**src/hdl/ssaf_pkg.sv**
```systemverilog
// Types and codes of the sensor sample admission filter.
// No dependencies; every other file of the block but the assertion header imports this package.
package ssaf_pkg;

    typedef enum logic [1:0] {
        CMD_SAMPLE = 2'd0,
        CMD_START  = 2'd1,
        CMD_STOP   = 2'd2,
        CMD_EPOCH  = 2'd3
    } cmd_t;

    typedef enum logic [2:0] {
        DISP_ACCEPTED   = 3'd0,
        DISP_IGNORED    = 3'd1,
        DISP_NO_SEQ     = 3'd2,
        DISP_STALE      = 3'd3,
        DISP_INCOMPLETE = 3'd4,
        DISP_DUPLICATE  = 3'd5,
        DISP_BACK       = 3'd6,
        DISP_CMD        = 3'd7
    } disp_t;

    localparam logic [2:0] FULL_CHANNELS = 3'd6;

    typedef struct packed {
        cmd_t        cmd;
        logic [31:0] frame_seq;
        logic        frame_seq_valid;
        logic [31:0] sensor_counter;
        logic        sensor_counter_valid;
        logic        status_ok;
        logic        temperature_ok;
        logic [2:0]  channels_ok;
        logic [47:0] timestamp_us;
    } item_t;

    typedef struct packed {
        logic [31:0] received_total;
        logic [31:0] rejected_total;
        logic [31:0] complete_total;
        logic [31:0] duplicate_total;
        logic [31:0] accepted_total;
        logic [47:0] missing_total;
    } totals_t;

    typedef struct packed {
        disp_t       disposition;
        logic [30:0] frames_missed_now;
        logic [31:0] received_total;
        logic [31:0] rejected_total;
        logic [31:0] complete_total;
        logic [31:0] duplicate_total;
        logic [31:0] accepted_total;
        logic [47:0] missing_total;
    } result_t;

    // Tracking state seen by the decision logic.
    typedef struct packed {
        logic        monitoring_on;
        logic [31:0] last_frame;
        logic        last_frame_known;
        logic [31:0] last_counter;
        logic        last_counter_known;
    } track_t;

    // Update requests from the decision logic to the state registers.
    typedef struct packed {
        logic        clear_all;
        logic        mon_set;
        logic        mon_clr;
        logic        frame_clr;
        logic        frame_load;
        logic        counter_load;
        logic        inc_received;
        logic        inc_rejected;
        logic        inc_complete;
        logic        inc_duplicate;
        logic        inc_accepted;
        logic        add_missing;
        logic [30:0] gap;
    } update_t;

endpackage

```
**src/hdl/ssaf_ifs.sv**
```systemverilog
// Valid/ready channel interfaces for input items and result items.
// Depends on ssaf_pkg for the payload types.
interface ssaf_item_if;
    import ssaf_pkg::*;

    logic  valid;
    logic  ready;
    item_t data;

    modport source (output valid, output data, input ready);
    modport sink (input valid, input data, output ready);
endinterface

interface ssaf_result_if;
    import ssaf_pkg::*;

    logic    valid;
    logic    ready;
    result_t data;

    modport source (output valid, output data, input ready);
    modport sink (input valid, input data, output ready);
endinterface

```
**src/hdl/sensor_sample_admission_filter.sv**
```systemverilog
// Sensor sample admission filter.
//
// Channels: item (sink) takes commands and trace samples; result (source)
// gives one result per item, in order, with its disposition and all totals.
// A transfer happens on a rising edge of clk with valid and ready both high.
//
// Timing: an item lands in the input register at its transfer, and its
// result is registered in the result register once that register is free
// or its current result is being taken by the receiver.
// Throughput is one item per cycle while the receiver does not stall: the
// decision is a subtract and compare against the tracking registers, which
// update in the same cycle the result is registered.
//
// When the receiver stalls, the result register holds and the input register
// keeps one further item; item.ready drops only while both are full.
//
// Reset (rst_n low, asynchronous) empties both registers, turns monitoring
// off, forgets the last frame and counter, and clears all totals.
// Depends on ssaf_pkg, ssaf_ifs, ssaf_eval and ssaf_state.
module sensor_sample_admission_filter (
    input logic         clk,
    input logic         rst_n,
    ssaf_item_if.sink   item,
    ssaf_result_if.source result
);
    import ssaf_pkg::*;

    logic    in_vld_reg;
    item_t   in_data_reg;
    logic    out_vld_reg;
    result_t out_data_reg;
    logic    advance;
    update_t upd;
    track_t  track;
    totals_t totals_next;
    disp_t   disposition;
    logic [30:0] frames_missed_now;

    assign advance    = in_vld_reg && (!out_vld_reg || result.ready);
    assign item.ready = !in_vld_reg || advance;

    ssaf_eval u_eval (
        .item              (in_data_reg),
        .track             (track),
        .upd               (upd),
        .disposition       (disposition),
        .frames_missed_now (frames_missed_now)
    );

    ssaf_state u_state (
        .clk            (clk),
        .rst_n          (rst_n),
        .en             (advance),
        .frame_seq      (in_data_reg.frame_seq),
        .sensor_counter (in_data_reg.sensor_counter),
        .upd            (upd),
        .track          (track),
        .totals_next    (totals_next)
    );

    always_ff @(posedge clk or negedge rst_n)
    begin
        if (!rst_n)
        begin
            in_vld_reg  <= 1'b0;
            out_vld_reg <= 1'b0;
        end
        else
        begin
            if (item.valid && item.ready)
            begin
                in_vld_reg <= 1'b1;
            end
            else if (advance)
            begin
                in_vld_reg <= 1'b0;
            end
            if (advance)
            begin
                out_vld_reg <= 1'b1;
            end
            else if (result.ready)
            begin
                out_vld_reg <= 1'b0;
            end
        end
    end

    always_ff @(posedge clk)
    begin
        if (item.valid && item.ready)
        begin
            in_data_reg <= item.data;
        end
        if (advance)
        begin
            out_data_reg.disposition       <= disposition;
            out_data_reg.frames_missed_now <= frames_missed_now;
            out_data_reg.received_total    <= totals_next.received_total;
            out_data_reg.rejected_total    <= totals_next.rejected_total;
            out_data_reg.complete_total    <= totals_next.complete_total;
            out_data_reg.duplicate_total   <= totals_next.duplicate_total;
            out_data_reg.accepted_total    <= totals_next.accepted_total;
            out_data_reg.missing_total     <= totals_next.missing_total;
        end
    end

    assign result.valid = out_vld_reg;
    assign result.data  = out_data_reg;
endmodule

```
**src/hdl/ssaf_eval.sv**
```systemverilog
// Decision logic: classifies one item against the tracking state.
// Purely combinational; depends on ssaf_pkg.
module ssaf_eval (
    input  ssaf_pkg::item_t   item,
    input  ssaf_pkg::track_t  track,
    output ssaf_pkg::update_t upd,
    output ssaf_pkg::disp_t   disposition,
    output logic [30:0]       frames_missed_now
);
    import ssaf_pkg::*;

    logic [31:0] step;
    logic [31:0] inc;
    logic [31:0] gap_full;
    logic        stale;
    logic        gap_present;
    logic        complete;
    logic        dup;
    logic        back;

    // Serial arithmetic: a difference with the top bit set lies behind.
    assign step        = item.frame_seq - track.last_frame;
    assign gap_full    = step - 32'd1;
    assign stale       = track.last_frame_known && ((step == 32'd0) || step[31]);
    assign gap_present = track.last_frame_known && !step[31] && (step > 32'd1);
    assign complete    = (item.channels_ok == FULL_CHANNELS) && (item.timestamp_us != 48'd0)
                         && item.status_ok && item.sensor_counter_valid
                         && item.temperature_ok;
    assign inc         = item.sensor_counter - track.last_counter;
    assign dup         = track.last_counter_known && (inc == 32'd0);
    assign back        = track.last_counter_known && inc[31];

    always_comb
    begin
        upd               = '0;
        disposition       = DISP_CMD;
        frames_missed_now = '0;
        case (item.cmd)
            CMD_START:
            begin
                upd.clear_all = 1'b1;
                upd.mon_set   = 1'b1;
            end
            CMD_STOP:
            begin
                upd.mon_clr = 1'b1;
            end
            CMD_EPOCH:
            begin
                upd.frame_clr = 1'b1;
            end
            CMD_SAMPLE:
            begin
                if (!track.monitoring_on)
                begin
                    disposition = DISP_IGNORED;
                end
                else
                begin
                    upd.inc_received = 1'b1;
                    if (!item.frame_seq_valid)
                    begin
                        upd.inc_rejected = 1'b1;
                        disposition      = DISP_NO_SEQ;
                    end
                    else if (stale)
                    begin
                        upd.inc_rejected = 1'b1;
                        disposition      = DISP_STALE;
                    end
                    else
                    begin
                        upd.frame_load = 1'b1;
                        if (gap_present)
                        begin
                            upd.add_missing   = 1'b1;
                            upd.gap           = gap_full[30:0];
                            frames_missed_now = gap_full[30:0];
                        end
                        if (!complete)
                        begin
                            upd.inc_rejected = 1'b1;
                            disposition      = DISP_INCOMPLETE;
                        end
                        else
                        begin
                            upd.inc_complete = 1'b1;
                            if (dup)
                            begin
                                upd.inc_duplicate = 1'b1;
                                disposition       = DISP_DUPLICATE;
                            end
                            else if (back)
                            begin
                                upd.inc_rejected = 1'b1;
                                disposition      = DISP_BACK;
                            end
                            else
                            begin
                                upd.counter_load = 1'b1;
                                upd.inc_accepted = 1'b1;
                                disposition      = DISP_ACCEPTED;
                            end
                        end
                    end
                end
            end
            default:
            begin
                upd = '0;
            end
        endcase
    end
endmodule

```
**src/hdl/ssaf_state.sv**
```systemverilog
// Tracking registers and saturating counters of the admission filter.
// Depends on ssaf_pkg; applies the updates requested by ssaf_eval.
module ssaf_state (
    input  logic              clk,
    input  logic              rst_n,
    input  logic              en,
    input  logic [31:0]       frame_seq,
    input  logic [31:0]       sensor_counter,
    input  ssaf_pkg::update_t upd,
    output ssaf_pkg::track_t  track,
    output ssaf_pkg::totals_t totals_next
);
    import ssaf_pkg::*;

    track_t  track_reg;
    track_t  track_next;
    totals_t totals_reg;
    logic [48:0] missing_sum;

    function automatic logic [31:0] sat_inc(input logic [31:0] v, input logic doit);
        logic [31:0] r;
        r = v;
        if (doit && (v != '1))
        begin
            r = v + 32'd1;
        end
        return r;
    endfunction

    assign missing_sum = {1'b0, totals_reg.missing_total} + {18'd0, upd.gap};

    always_comb
    begin
        track_next  = track_reg;
        totals_next = totals_reg;
        if (upd.clear_all)
        begin
            track_next  = '0;
            totals_next = '0;
        end
        if (upd.mon_set)
        begin
            track_next.monitoring_on = 1'b1;
        end
        if (upd.mon_clr)
        begin
            track_next.monitoring_on = 1'b0;
        end
        if (upd.frame_clr)
        begin
            track_next.last_frame       = '0;
            track_next.last_frame_known = 1'b0;
        end
        if (upd.frame_load)
        begin
            track_next.last_frame       = frame_seq;
            track_next.last_frame_known = 1'b1;
        end
        if (upd.counter_load)
        begin
            track_next.last_counter       = sensor_counter;
            track_next.last_counter_known = 1'b1;
        end
        if (!upd.clear_all)
        begin
            totals_next.received_total  = sat_inc(totals_reg.received_total, upd.inc_received);
            totals_next.rejected_total  = sat_inc(totals_reg.rejected_total, upd.inc_rejected);
            totals_next.complete_total  = sat_inc(totals_reg.complete_total, upd.inc_complete);
            totals_next.duplicate_total = sat_inc(totals_reg.duplicate_total,
                                                  upd.inc_duplicate);
            totals_next.accepted_total  = sat_inc(totals_reg.accepted_total, upd.inc_accepted);
            if (upd.add_missing)
            begin
                totals_next.missing_total = missing_sum[48] ? '1 : missing_sum[47:0];
            end
        end
    end

    always_ff @(posedge clk or negedge rst_n)
    begin
        if (!rst_n)
        begin
            track_reg  <= '0;
            totals_reg <= '0;
        end
        else if (en)
        begin
            track_reg  <= track_next;
            totals_reg <= totals_next;
        end
    end

    assign track = track_reg;
endmodule

```
**src/flat_wrapper.sv**
```systemverilog
// flat-port wrapper written by rule: the top's interface ports become plain ports
module sensor_sample_admission_filter_flat import ssaf_pkg::*;
  (clk, rst_n, item_valid, item_data, item_ready, result_valid, result_data, result_ready);
  ssaf_item_if item_i ();
  ssaf_result_if result_i ();
  input logic clk;
  input logic rst_n;
  input wire logic [$bits(item_i.valid)-1:0] item_valid;
  input wire logic [$bits(item_i.data)-1:0] item_data;
  output wire logic [$bits(item_i.ready)-1:0] item_ready;
  output wire logic [$bits(result_i.valid)-1:0] result_valid;
  output wire logic [$bits(result_i.data)-1:0] result_data;
  input wire logic [$bits(result_i.ready)-1:0] result_ready;
  assign item_i.valid = item_valid;
  assign item_i.data = item_data;
  assign item_ready = item_i.ready;
  assign result_valid = result_i.valid;
  assign result_data = result_i.data;
  assign result_i.ready = result_ready;
  sensor_sample_admission_filter u_core (.clk(clk), .rst_n(rst_n), .item(item_i), .result(result_i));
endmodule
```
**config.mk**
```make
export PLATFORM = sky130hd
export DESIGN_NAME = sensor_sample_admission_filter_flat
export DESIGN_NICKNAME = d
export VERILOG_FILES = /design/src/hdl/ssaf_pkg.sv /design/src/hdl/ssaf_ifs.sv /design/src/hdl/sensor_sample_admission_filter.sv /design/src/hdl/ssaf_eval.sv /design/src/hdl/ssaf_state.sv /design/src/flat_wrapper.sv
export SDC_FILE = /design/constraint.sdc
export NUM_CORES = 1
export LEC_CHECK = 0
export ABC_AREA = 1
export BUFFER_PORTS_ARGS = -buffer_cell sky130_fd_sc_hd__clkbuf_2
export CORE_MARGIN = 4
export CORE_UTILIZATION = 30
export DETAILED_ROUTE_END_ITERATION = 7
export REMOVE_ABC_BUFFERS = 1
export SLEW_MARGIN = 20
export SYNTH_ARGS = -nofsm -noshare
export SYNTH_HDL_FRONTEND = slang
export SYNTH_HIERARCHICAL = 1
export SYNTH_SLANG_ARGS = --single-unit
```
**constraint.sdc**
```tcl
create_clock -name clk -period 17.8 [get_ports clk]
set_input_delay 0.89 -clock clk [delete_from_list [all_inputs] [get_ports clk]]
set_output_delay 0.89 -clock clk [all_outputs]
set_load 0.03 [all_outputs]
```
After elaboration in Yosys (flattened, before gate mapping) --
Index checks and enable logic that the tools add are counted.
Operators by class: add/sub/neg operators 9, multiply operators 0, divide/modulo/power cells 0, order comparisons 1, equal/unequal tests 9, shift operators 0, muxes and demuxes 45, bitwise gates (word level) 4, reduce and logical (&&, ||, !) cells 36
Operator list (count):
- two-way mux 208 bit | 2
- two-way mux 32 bit | 6
- adder 32 x 1 -> 32 bit (second input constant) | 5
- != test 32 bit (second input constant) | 5
- two-way mux 33 bit | 3
- two-way mux 48 bit | 2
- two-way mux 39 bit | 2
- two-way mux 35 bit | 2
- two-way mux 67 bit | 1
- zero test 32 bit | 2
- subtractor 32 bit | 2
- adder 48 x 31 -> 49 bit | 1
- nonzero test 48 bit | 1
- greater-than comparator 32 x 1 -> 1 bit (second input constant) | 1
- subtractor 31 x 1 -> 31 bit (second input constant) | 1
- two-way mux 3 bit | 7
- two-way mux 1 bit | 17
- logical AND 1 bit | 16
- AND reduction 2 bit | 4
- two-way mux 2 bit | 3
- nonzero test 2 bit | 3
- nonzero test 3 bit | 2
- OR reduction 5 bit | 1
- equality test 2 bit (second input constant) | 2
- 6 further kinds | 13
Storage, ports and cells: bits in registers 640, latch bits 0, memory bits (writable) 0, ROM bits 0, bits of input ports 125, word-level logic and storage cells 135, memories 0

Depth between registers and ports, before layout --
Gate-level depths: netlist of run 1.
word-level depth 14, depth in mapped cells 39, mapped depth without buffers 38

Cells and area by module --
The synthesis of run 1 kept the hierarchy.
Modules (own cells, without submodules):
- ssaf_state | instances 1, cells each 3449, area an instance 21520.6 µm²
- sensor_sample_admission_filter | instances 1, cells each 375, area an instance 10995.5 µm²
- ssaf_eval | instances 1, cells each 1509, area an instance 7194.4 µm²

Worst setup path after synthesis of run 1 --
No wires, ideal clock.
kind input-to-reg, start point input result_ready, end point register u_core.u_state.track_reg, in the netlist u_core/u_state/track[36], library setup time 0.083 ns, arrival time 16.973 ns, path slack 0.744 ns, stages on the path 8, buffers on the path 2, path through inv_2 > a21oi_1 > clkinv_1 > a21oi_1 > clkbuf_1 > clkbuf_1 > nand3_1 > o21ai_0
Between the ends: longest elaborated chain between the ends 3
RTL lines:
- start: declaration | RTL line flat_wrapper.sv:13 | input wire logic [$bits(result_i.ready)-1:0] result_ready;
- logical OR 1 bit | RTL line sensor_sample_admission_filter.sv:39 | assign advance = in_vld_reg && (!out_vld_reg || result.ready);
- logical AND 1 bit | RTL line sensor_sample_admission_filter.sv:39
- named net u_core.advance | RTL line sensor_sample_admission_filter.sv:32 | logic advance;
- AND reduction 2 bit (no source line)
- end signal: assignment | RTL line ssaf_state.sv:88 | track_reg <= track_next;
- end: declaration | RTL line ssaf_state.sv:15 | track_t track_reg;
The timed path passes the listed nets, and every way through them passes these cells. A chain may end at the register's enable or synchronous reset.

==> reports/qor.yml, run 1 <==
status:
  outcome: "completed"
worst_setup_path:
  crit_top_cell: "nand2_1"
  startpoint_type: "flip-flop"
  criticalPathCategory: "reg -> reg"
  crit-reg2reg-launch: "u_core/in_data_reg[87]$_DFFE_PP_"
  worstPathArrival_ns: 6.67
  path_delay_family: "simple AND/OR/NAND/NOR gates"
  reg2reg_depth: 32
  r2r_setup_slack_ns: 11.55
  crit_start: "u_core/in_data_reg[87]$_DFFE_PP_"
  cp_max_fo: 31
  crit_buf_inv: 3
  cp_slowest_cell: "a21oi_4"
  max_stage_delay_ns: 0.54
  r2r-end: "u_core/result.data[47]$_DFFE_PP_"
  required_ns: 18.21
  cp-end-kind: "flip-flop"
placed_design:
  dp.cells: 7308
  dp_slack_ns: 11.60
  hpwl_um: 93430
  portBuffers: 368
  routabilityCongestion: 0.9386
floorplanning:
  initial_core_util_pct: 30.21
  core_um2: 131500
  rows: 133
  die_area_um2: 138300
  pin_count: 369
  die_h_um: 371.8
  die_x_um: 371.8
synthesis:
  synthesis.area_um2: 39710
  synth_top_area_share_pct: 27.45
  ys.flop_type: "edfxtp_1"
  synth-seq-cells: 640
  yosysWarnings: 6
  syn_area_per_cell_um2: 7.446
  postSynth.asyncResetShare_pct: 43.28
  ys_top_cells_by_area: "edfxtp_1 27%, dfrtp_1 17%, nand2_1 17%"
  synth_edf_count: 363
  synth_cell_types: 57
  yosysTopAreaCell: "edfxtp_1"
  ys_seq_area_share_pct: 44.91
  syn_inst: 5333
timing:
  worst_pin_slew_ns: 1.097
  tns_ns: 0
  setup_viol: 0
  fin_skew_ns: 0.02692
  fin_crit_sh_pct: 35.12
  period_minus_slack_ns: 6.252
  maxSlewViolCount: 0
  max_freq_mhz: 159.9
  hold_viol: 0
  rsz0062_at_grt: "no"
  slew_headroom_pct: 26.87
  layout_setup_ws_ns: 11.55
route:
  routed_wl_um: 124900
  drtPass1Iterations: 6
  drtIter0Drc: 2742
  drcViolationCount: 0
  ant_nets: 0
  wl_per_cell_um: 16.75
  vias: 34990
  viasPerCell: 4.693
layout:
  syn2layout_area_growth_pct: 15.37
  nets: 5863
  diodes: 0
  drive_above_1_share_pct: 11.42
  largest_reg_flops: 242
  layout.cells.non_filler: 7456
clocking:
  cts_tree: "yes"
  postCtsHoldBufs: 0
  ctsRootBufferMaster: "clkbuf_16"
  clock-sinks: 640
  insertion_delay_ns: 0.66
  cts.repair.resized: 0
  htree_levels: 3
  path_clk_slew_ns: 0.06
  cts_buffer_depth: 3
  cts_setup_buffers: 0
  cts-buffers-inserted: 79
run:
  drv_cap: 0
power:
  ir_worst_vdd_v: 0.00008372
  finalPower_mw: 3.848
  leakagePower_nw: 21.57
  pwr_density_cell_nw_per_um2: 83.99
global_route:
  grt_pass1_vias: 33810
  grt_max_degree: 188
  antenna_found_initial: 4
  grt_use_total_pct: 17.84
  grt_overflow_total: 0
  grt_pass1_wl_um: 192700
worst_hold_path:
  hold_path_class: "in -> async"
[cell usage after synthesis, types with 11 or more instances]
| cell | instances |
|---|---|
| nor2_2 | 15 |
| a21oi_1 | 175 |
| ha_1 | 100 |
| xnor2_1 | 44 |
| nor3_2 | 11 |
| buf_4 | 46 |
| and3_1 | 14 |
| nand2_1 | 1778 |
| o21bai_1 | 13 |
| nand2_2 | 20 |
| a21oi_2 | 15 |
| o21ai_1 | 52 |
| buf_2 | 13 |
| nand4_1 | 95 |
| buf_1 | 17 |
| clkbuf_1 | 82 |
| buf_6 | 12 |
| inv_2 | 16 |
| dfrtp_1 | 277 |
| o21ai_0 | 163 |
| nor4_1 | 22 |
| nand3_1 | 396 |
| a21boi_0 | 12 |
| nor3_1 | 95 |
| nor2_1 | 442 |
| inv_1 | 823 |
| edfxtp_1 | 363 |
| xor2_1 | 108 |
| and2_1 | 32 |
| nand3b_1 | 13 |
[cell families (layout without fill, tap and decap cells)]
| kind of cell | count (synthesis) | after routing | synth area share [%] |
|---|---|---|---|
| simple gates | 2970 | 2970 | 31.75 |
| compound gates | 451 | 451 | 6.176 |
| buf+inv | 1010 | 1378 | 10.25 |
| flops | 640 | 640 | 44.91 |
| fa+ha+maj | 103 | 103 | 3.302 |
| mux | 2 | 2 | 0.05671 |
| xor+xnor | 157 | 157 | 3.557 |
[metrics by stage]
step | instance area [um^2] | util, % | hold slack (ns)
6_report | 45810 | 34.85 | 0.1895
5_1_grt | 45810 | 34.85 | 0.2559
4_1_cts | 45790 | 34.83 | 0.2435
3_5_place_dp | 43080 | 32.77 | 0.4941
3_3_place_gp | 43080 | 32.77 | 0.4888
2_1_floorplan | 38790 | - | 0.4675
[worst register-to-register path: cells and delay by family, from the launching register on]
| family | cells | cell delay [ns] |
|---|---|---|
| buffers and inverters | 3 | 0.59 |
| adders and majority gates | 4 | 1.29 |
| DFF | 1 | 0.38 |
| and+or+nand+nor | 23 | 3.07 |
| AOI/OAI and AO/OA | 2 | 0.72 |
[how the worst max path moves through the flow]
| stage | end | slack (ns) | cells past startpoint |
|---|---|---|---|
| CTS | u_core/result.data[47]$_DFFE_PP_ | 11.54 | 32 |
| global placement | u_core/result.data[41]$_DFFE_PP_ | 11.69 | 32 |
| global route | u_core/result.data[34]$_DFFE_PP_ | 10.87 | 32 |
| detailed placement | u_core/result.data[47]$_DFFE_PP_ | 11.60 | 32 |
| floorplan | u_core/u_state/track[33]$_DFFE_PN0P_ | -20.04 | 5 |
| finish | u_core/result.data[47]$_DFFE_PP_ | 11.55 | 32 |
[cell type report]
cell class,count,area (um^2)
multi-input cells,3683,17850
well taps,1755,2196
flip-flops and latches,640,17830
repair buffers,391,2069
clock buffers,103,2211
fillers,14050,85650
inverters,840,3163
clock inverters,44,494.2
[report_power, final]
| part | internal, mW | total (mW) | switching (mW) |
|---|---|---|---|
| Sequential | 1.64 | 1.68 | 0.0381 |
| Clock | 1.00 | 1.69 | 0.685 |
| Combinational | 0.119 | 0.480 | 0.361 |
[metal layers]
layer	share of wire, %	GRT usage, %	vias up
li1	-	-	17530
met1	46	24.43	16370
met2	45	28.18	936
met3	6.6	3.985	162
met4	3.0	5.296	2
met5	0.010	0	-
[cells in the final DEF (no fill, tap or decap), drive strengths merged]
cell	n
o21ai	219
xor2	109
ha	100
inv	848
o2111ai	1
o211ai	5
or2	11
o21bai	13
nor4	24
xnor2	48
nand3b	14
clkinvlp	9
and2	32
nand3	402
clkinv	19
bufinv	8
nor2	464
nor3b	4
a22oi	1
dfrtp	277
a21oi	191
or3	1
nand4	96
nand2	1801
a21o	7
nor3	107
and3	14
a31oi	1
mux2	2
edfxtp	363
buf	24
clkbuf	470
fa	3
a21boi	13
(Power assumes the default switching activity.)
==> run 2: changes to the inputs <==
==> constraint.sdc (replaced) <==
create_clock -name clk -period 6.1 [get_ports clk]
set_input_delay 0.305 -clock clk [delete_from_list [all_inputs] [get_ports clk]]
set_output_delay 0.305 -clock clk [all_outputs]
set_load 0.03 [all_outputs]
==> reports/qor.yml, run 2 (synthesized netlist as in run 1, its figures left out) <==
status:
  outcome: "completed"  # unchanged
route:
  vias: 35430  # was 34990
  wl_per_cell_um: 16.72  # was 16.75 um
  viasPerCell: 4.671  # was 4.693
  drtPass1Iterations: 6  # unchanged
  ant_nets: 0  # unchanged
  routed_wl_um: 126800  # was 124900 um
  drtIter0Drc: 2655  # was 2742
  drcViolationCount: 0  # unchanged
timing:
  layout_setup_ws_ns: 0.5462  # was 11.55 ns
  worst_pin_slew_ns: 1.125  # was 1.097 ns
  setup_viol: 0  # unchanged
  fin_crit_sh_pct: 91.05  # was 35.12%
  period_minus_slack_ns: 5.554  # was 6.252 ns
  fin_skew_ns: 0.03236  # was 0.02692 ns
  slew_headroom_pct: 25.03  # was 26.87%
  hold_viol: 0  # unchanged
  max_freq_mhz: 180.1  # was 159.9 MHz
  tns_ns: 0  # unchanged
  maxSlewViolCount: 0  # unchanged
  rsz0062_at_grt: "no"  # unchanged
layout:
  fill_cells: 13870  # was 14050
  regArea_um2: 17830  # unchanged
  multi_input_area_um2: 17850  # unchanged
  mostFrequentLayoutCells: "1778 x nand2_1, 821 x inv_1, 439 x nor2_1"  # unchanged
  largest_reg_flops: 242  # unchanged
  final_common_cell: "nand2_1"  # unchanged
  design_area_um2: 47110  # was 45810 um^2
  layout.cells.non_filler: 7584  # was 7456
  drive_above_1_share_pct: 11.29  # was 11.42%
  syn2layout_area_growth_pct: 18.64  # was 15.37%
  nets: 5990  # was 5863
floorplanning:
  rows: 133  # unchanged
  die_area_um2: 138300  # unchanged
  core_um2: 131500  # unchanged
  die_h_um: 371.8  # unchanged
  die_x_um: 371.8  # unchanged
  initial_core_util_pct: 30.21  # unchanged
  pin_count: 369  # unchanged
worst_hold_path:
  hold_path_class: "in -> async"  # unchanged
worst_setup_path:
  crit_top_cell: "nand2_1"  # unchanged
  criticalPathCategory: "reg -> reg"  # unchanged
  startpoint_type: "flip-flop"  # unchanged
  cp-end-kind: "flip-flop"  # unchanged
  worstPathArrival_ns: 5.95  # was 6.67 ns
  max_stage_delay_ns: 0.43  # was 0.54 ns
  required_ns: 6.50  # was 18.21 ns
  cp_slowest_cell: "fa_1"  # was a21oi_4
  cp_max_fo: 32  # was 31
placed_design:
  portBuffers: 368  # unchanged
  dp_slack_ns: 0.6218  # was 11.60 ns
  routabilityCongestion: 0.9393  # was 0.9386
  hpwl_um: 93140  # was 93430 um
  placed_cell_area_um2: 43120  # was 43080 um^2
  dp.cells: 7311  # was 7308
clocking:
  path_clk_slew_ns: 0.06  # about the same
  cts-buffers-inserted: 79  # unchanged
  ctsRootBufferMaster: "clkbuf_16"  # unchanged
  insertion_delay_ns: 0.67  # was 0.66 ns
  cts_buffer_depth: 3  # unchanged
  cts_tree: "yes"  # unchanged
  htree_levels: 3  # unchanged
  cts.repair.resized: 0  # unchanged
  cts_setup_buffers: 0  # unchanged
  clock-sinks: 640  # unchanged
power:
  intPower_mw: 8.172  # was 2.764 mW
  p_switching_mw: 3.203  # was 1.084 mW
  power_frac_comb_pct: 12.8  # was 12.5%
  switching_share_pct: 28.16  # was 28.17%
  pwr_density_cell_nw_per_um2: 241.5  # was 83.99 nW/um^2
  leakagePower_nw: 22.14  # was 21.57 nW
  p_seq_share_pct: 43.2  # was 43.7%
  ir_worst_vdd_v: 0.0001955  # was 0.00008372 V
  finalPower_mw: 11.38  # was 3.848 mW
  pwr-share-clk_pct: 43.9  # was 43.8%
global_route:
  grt_pass1_vias: 34280  # was 33810
  antenna_found_initial: 7  # was 4
  gr-max-usage-layer: "met2"  # unchanged
  grt_use_total_pct: 18.15  # was 17.84%
  grt_pass1_wl_um: 195800  # was 192700 um
  grt_use_met1_pct: 24.44  # was 24.43%
  grt.met2_usage_pct: 29.10  # was 28.18%
  grt_max_degree: 190  # was 188
  grt_overflow_total: 0  # unchanged
  grt_use_met3_pct: 3.641  # was 3.985%
run:
  drv_cap: 0  # unchanged
==> run 2: changes by cell type in the layout (fill, tap and decap cells not counted), moves of 3 or more <==
cell,change
clkbuf_1,-6
dlygate4sd3_1,+125
diode_2,+3
clkinvlp_4,-4
clkinv_2,+4
==> run 2: power by group through the flow <==
stage | combinational (mW) | clock (mW) | sequential [mW]
floorplan | 0.694 | 0 | 5.27
global placement | 1.40 | 0 | 5.00
detailed placement | 1.40 | 0 | 5.00
CTS | 1.47 | 5.18 | 4.92
global route | 1.63 | 5.38 | 4.93
finish | 1.46 | 5.00 | 4.92
==> run 2: metal layers <==
layer / wire, um / vias up / part of all wire, %
li1: - / 17790 / -
met1: 57520 / 16480 / 45
met2: 57070 / 978 / 45
met3: 8283 / 177 / 6.5
met4: 3918 / 0 / 3.1
met5: 0 / - / 0
==> run 2: critical path: cells and delay by family, from the launching register on <==
family	cells	cell delay, ns
adder cells (fa/ha/maj)	3	0.93
AO/OA/AOI/OAI	4	0.67
flip-flops	1	0.38
buffers and inverters	5	0.84
AND/OR/NAND/NOR	18	2.45
==> run 2: stage by stage <==
step	util [%]	hold WS [ns]
after floorplan	-	0.009409
after global placement	32.80	0.4093
after detailed placement	32.80	0.4172
after CTS	35.83	0.2461
after global routing	35.84	0.3196
final	35.84	0.2956
==> run 2: timing repair <==
item,CTS,global route
hold buffers,125,0
hold endpoints to repair,208,0
endpoints found under the setup margin,0,0
==> run 2: path summary, 6_finish.rpt <==
kind	end	from	slack (ns)	depth (start not counted)
worst min register to register	u_core/u_state/track[18]$_DFFE_PN0P_	u_core/in_data_reg[71]$_DFFE_PP_	0.50	2
worst max register to register	u_core/result.data[47]$_DFFE_PP_	u_core/in_data_reg[87]$_DFFE_PP_	0.55	30
max in group asynchronous	u_core/u_state/totals_reg[185]$_DFFE_PN0P_	rst_n	4.51	3
worst max-delay path	u_core/result.data[47]$_DFFE_PP_	u_core/in_data_reg[87]$_DFFE_PP_	0.55	30
min in group clk	u_core/in_data_reg[83]$_DFFE_PP_	item_data[83]	0.35	2
worst min-delay path	u_core/u_state/totals_reg[166]$_DFFE_PN0P_	rst_n	0.30	2
==> run 2: layout make-up <==
cell class,instances,share of cell area (%)
tap,1755,4.661
inverter,840,6.714
antenna,3,0.01593
multi-input combinational,3683,37.89
clock buffer,96,4.592
timing repair buffer,518,7.065
clock inverter,49,1.216
sequential,640,37.85
